`config.mk`:
```
export PLATFORM = sky130hd
export DESIGN_NAME = twnm_queue
export DESIGN_NICKNAME = d
export VERILOG_FILES = /design/src/sv/twnm_pkg.sv /design/src/sv/twnm_queue.sv
export SDC_FILE = /design/constraint.sdc
export NUM_CORES = 1
export LEC_CHECK = 0
export BUFFER_PORTS_ARGS = -buffer_cell sky130_fd_sc_hd__clkbuf_2
export CAP_MARGIN = 20
export CORE_UTILIZATION = 25
export CTS_CLUSTER_SIZE = 30
export DETAILED_ROUTE_END_ITERATION = 10
export PLACE_DENSITY = 0.41
export SYNTH_ARGS = -nofsm -noshare
export SYNTH_HDL_FRONTEND = slang
export SYNTH_SLANG_ARGS = --single-unit
```
`constraint.sdc`:
```
create_clock -name clk -period 9.2 [get_ports clk]
set_input_delay 1.84 -clock clk [delete_from_list [all_inputs] [get_ports clk]]
set_output_delay 1.84 -clock clk [all_outputs]
set_load 0.01 [all_outputs]
```
`src/sv/twnm_pkg.sv`:
```
// ----------------------------------------------------------------------------
// twnm_pkg
// Shared types, constants and helpers for the time-window nearest-match buffer.
// ----------------------------------------------------------------------------
package twnm_pkg;

	localparam int DEPTH       = 128;
	localparam int IDX_W       = $clog2(DEPTH);
	localparam int CNT_W       = $clog2(DEPTH + 1);
	localparam int STAMP_W     = 48;
	localparam int WORD_W      = 32;
	localparam int MAXE_W      = 8;
	localparam int LIM_W       = (CNT_W > MAXE_W) ? CNT_W : MAXE_W;
	localparam int CFG_IDX_W   = 1;
	localparam int CFG_DATA_W  = 32;
	localparam int QUEUE_DEPTH = 2;
	localparam int QPTR_W      = $clog2(QUEUE_DEPTH);
	localparam int QCNT_W      = $clog2(QUEUE_DEPTH + 1);

	localparam logic [WORD_W-1:0] WINDOW_RESET = WORD_W'(5000000);
	localparam logic [MAXE_W-1:0] MAXE_RESET   = MAXE_W'(100);

	typedef enum logic [CFG_IDX_W-1:0] {
		CFG_WINDOW      = 1'b0,
		CFG_MAX_ENTRIES = 1'b1
	} cfg_reg_t;

	typedef enum logic {
		ACT_INSERT = 1'b0,
		ACT_LOOKUP = 1'b1
	} action_t;

	typedef struct packed {
		logic [STAMP_W-1:0]       stamp;
		logic signed [WORD_W-1:0] x;
		logic signed [WORD_W-1:0] y;
		logic signed [WORD_W-1:0] theta;
	} entry_t;

	typedef struct packed {
		action_t action;
		entry_t  data;
	} cmd_t;

	typedef struct packed {
		logic valid;
		cmd_t cmd;
	} q_head_t;

	typedef struct packed {
		logic [CNT_W-1:0] entry_count;
	} stat_t;

	typedef enum logic [2:0] {
		ST_IDLE,
		ST_EV_RD,
		ST_EV_CHK,
		ST_SCAN,
		ST_RESULT
	} state_t;

	function automatic logic [IDX_W-1:0] idx_add(input logic [IDX_W-1:0] base,
			input logic [CNT_W-1:0] off);
		logic [CNT_W:0] sum;
		sum = (CNT_W + 1)'(base) + (CNT_W + 1)'(off);
		if (sum >= (CNT_W + 1)'(DEPTH))
			sum = sum - (CNT_W + 1)'(DEPTH);
		return sum[IDX_W-1:0];
	endfunction

	function automatic logic [IDX_W-1:0] idx_inc(input logic [IDX_W-1:0] idx);
		return (idx == IDX_W'(DEPTH - 1)) ? '0 : idx + IDX_W'(1);
	endfunction

endpackage

```
`src/sv/twnm_queue.sv`:
```
// ----------------------------------------------------------------------------
// twnm_queue
// Short command queue between front and back.
// ----------------------------------------------------------------------------
module twnm_queue
	import twnm_pkg::*;
(
	input  logic    clk,
	input  logic    arst_n,
	input  logic    push,
	input  cmd_t    push_cmd,
	output logic    full,
	input  logic    pop,
	output q_head_t head
);

	cmd_t              slot_q [QUEUE_DEPTH];
	logic [QPTR_W-1:0] wr_ptr_q;
	logic [QPTR_W-1:0] rd_ptr_q;
	logic [QCNT_W-1:0] cnt_q;
	logic              do_pop;

	assign full       = (cnt_q == QCNT_W'(QUEUE_DEPTH));
	assign head.valid = (cnt_q != '0);
	assign head.cmd   = slot_q[rd_ptr_q];
	assign do_pop     = pop && head.valid;

	always_ff @(posedge clk) begin
		if (push)
			slot_q[wr_ptr_q] <= push_cmd;
	end

	always_ff @(posedge clk or negedge arst_n) begin
		if (!arst_n) begin
			wr_ptr_q <= '0;
			rd_ptr_q <= '0;
			cnt_q    <= '0;
		end else begin
			if (push)
				wr_ptr_q <= (wr_ptr_q == QPTR_W'(QUEUE_DEPTH - 1)) ? '0 : wr_ptr_q + QPTR_W'(1);
			if (do_pop)
				rd_ptr_q <= (rd_ptr_q == QPTR_W'(QUEUE_DEPTH - 1)) ? '0 : rd_ptr_q + QPTR_W'(1);
			if (push && !do_pop)
				cnt_q <= cnt_q + QCNT_W'(1);
			else if (do_pop && !push)
				cnt_q <= cnt_q - QCNT_W'(1);
		end
	end

endmodule

```
==> key figures <==
Synthesis
  – Netlist cell types: 13
  – Synth Register Bits: 294
  – Cell area after synthesis: 0.0107 mm^2
  – Post-Synth Simple-Gate Area: 0.303%
  – Post-Synth XOR/XNOR Area: 0.408%
  – Post-synthesis adder-cell area fraction: 0.117%
  – Mux contribution to synthesized area: 15.2%
  – Syn_nets: 617
  – Synth Instances: 467
  – Synth Area in Compound Gates: 0%
  – Avg Cell Area, Syn: 23.0 um^2
  – Synth Warn #: 0
  – Largest family of logic cells by synthesized area: multiplexers
  – Register area share after synthesis: 82.1%

Final layout
  – Layout cells sized above 1: 60.8%
  – Utilization after layout: 32.7%
  – Antenna cells: 0
  – Most frequent cells in the layout: 295 x clkbuf_2, 290 x edfxtp_1, 145 x mux2_2
  – Design area: 0.0138 mm^2
  – Leading cell type in the layout, fill and taps excluded: clkbuf_2
  – Fin nets: 941
  – Area Overhead vs Synth: 28.5%
  – Non-filler cells, final: 1,352
  – Fillcell total: 4,164

Floorplanning
  – Die ar.: 0.0438 mm^2
  – Rows: 75
  – IO Count: 296
  – Die X: 209 um
  – Die height: 209 um
  – Initial Util: 25.5%
  – Core area: 0.0421 mm^2

Timing
  – Post-Route Setup TNS: 0 ns
  – Hold_ws: 0.494 ns
  – Period utilization: 48.2%
  – Final worst slack: 4.76 ns
  – Tightest Pin Transition: 0.989 ns
  – RSZ-0062 raised after global routing: false
  – Final setup vio count: 0
  – Worst Clk Skew: 0.0112 ns
  – Max Transition Viols Final: 0
  – Achievable Freq: 225 MHz
  – Relative slew slack: 34.1%
  – Endpoints failing hold: 0
  – Min cycle time layout: 4.44 ns

Worst setup path
  – Reg-to-reg endpoint: slot_q[0][62]
  – CP arrival: 2.60 ns
  – Worst setup SP type: register
  – CP max-delay cell: buf_4
  – R2R setup slack: 6.80 ns
  – Worst Reg-to-Reg Cells: 3
  – Cell family with most CP delay: buffers and inverters
  – Max stage delay on crit path: 0.74 ns
  – Crit path cell chain: buf_4 -> mux2_2 -> clkbuf_2
  – Reg-to-Reg Start: wr_ptr_q
  – CP endpoint kind: output port
  – Max FO, Critical Path: 60
  – Crit Path Class: reg2out
  – Worst path required time: 7.36 ns
  – Buf/Inv on CP: 2

Global route
  – Gr ovfl total: 0
  – Pin count of the biggest net entering global routing: 67
  – Overall Global Routing Usage: 10.4%
  – Global-route wire length before repair: 34,200 um
  – Initial antenna violation count: 2
  – Vias in the first global route: 5,717

Placement
  – Gp weighted congestion: 0.685
  – Placement Setup Slack: 5.13 ns
  – Cell Area, Placed: 0.0127 mm^2
  – I/O Buffers: 295
  – Detail Placement HPWL: 14,600 um
  – Placed cell count: 1,292

Clock network
  – Post-CTS setup buffer count: 0
  – Clock tree sinks: 294
  – Worst-path clk slew: 0.05 ns
  – # hold bufs at CTS: 0
  – Cts bufs inserted: 36
  – Clock Root Buffer: clkbuf_16
  – H-tree depth: 2
  – Post-CTS sizing: 0
  – Clk_lat worst skew: 0.52 ns
  – CTS tree: done
  – Worst-case clock buffer depth: 3

Flow run
  – Max Cap Viol: 0

Drt
  – Initial DRC Count: 162
  – DRC errors left: 0
  – Drt wl/cell: 16.9 um
  – Vias: 5,351
  – 1st-pass router iterations: 4
  – Vias/cell: 3.96
  – ANT nets after route: 0
  – WL final: 22,900 um

Outcome
  – Status: complete, no violations

Power and ir drop
  – Power per cell area: 310 mW/mm^2
  – Max IR drop VDD: 0.141 mV
  – P_leak: 5.15 nW
  – Overall power: 4.28 mW

Min path
  – Min-Delay Path Class: reg2reg
  – Hold Crit Depth: 1
  – Hold Path Sink: cnt_q[1]
  – Worst hold start: cnt_q[1]
-- how the worst max path moves through the flow --
stage | from | endpoint | slack (ns) | cells past startpoint
after floorplan | push | slot_q[0][0] | 0.42 | 1
after detailed placement | push | slot_q[0][110] | 5.13 | 4
final | rd_ptr_q | head[107] | 4.76 | 3
after global placement | push | slot_q[0][107] | 5.16 | 4
after CTS | rd_ptr_q | head[107] | 4.63 | 3
after global routing | rd_ptr_q | head[107] | 4.57 | 3
-- cells by family (layout without fill, tap and decap cells) --
family,count (synthesis),in the layout
xor gates and xnor gates,5,5
DFF,294,294
and+or+nand+nor,6,6
muxes,145,145
buffers and inverters,16,362
adders and majority gates,1,1
-- sequential cells by signal (all words and copies together) (netlist names) --
| signal | flops |
|---|---|
| rd_ptr_q | 1 |
| cnt_q | 2 |
| wr_ptr_q | 1 |
| slot_q | 290 |
-- final cells by class --
cell class,instances,area [um^2],share of cell area [%]
Tap cell,539,674,4.89
Clock inverter,15,91.3,0.662
Multi-Input combinational cell,157,1730,12.6
Sequential cell,294,8810,63.9
Timing Repair Buffer,302,1530,11.1
Clock buffer,45,956,6.93
-- power by group --
part           switching (mW)  internal, mW
combinational           0.645         0.511
sequential             0.0709          1.78
clock                   0.515         0.757
total                    1.23          3.05
-- synthesized netlist by cell type, drive strengths merged --
| master | number | area [um^2] |
|---|---|---|
| edfxtp | 290 | 8710 |
| mux2 | 145 | 1630 |
| clkbuf | 10 | 138 |
| buf | 6 | 67.6 |
| dfrtp | 4 | 100 |
| xor2 | 3 | 26.3 |
| nor2b | 2 | 12.5 |
| xnor2 | 2 | 17.5 |
| and2 | 1 | 6.26 |
| ha | 1 | 12.5 |
| nand2 | 1 | 3.75 |
| nor2 | 1 | 3.75 |
| or2 | 1 | 6.26 |
-- per-layer routing --
metal | GRT usage, % | part of all wire, % | vias to the layer above
met2 | 16.8 | 48 | 170
met4 | 5.15 | 3.1 | 4
met1 | 11.9 | 40 | 2607
li1 | - | - | 2516
met3 | 4.24 | 8.7 | 54
met5 | 0 | 0.096 | -
Power figures use the tool's default switching activity.
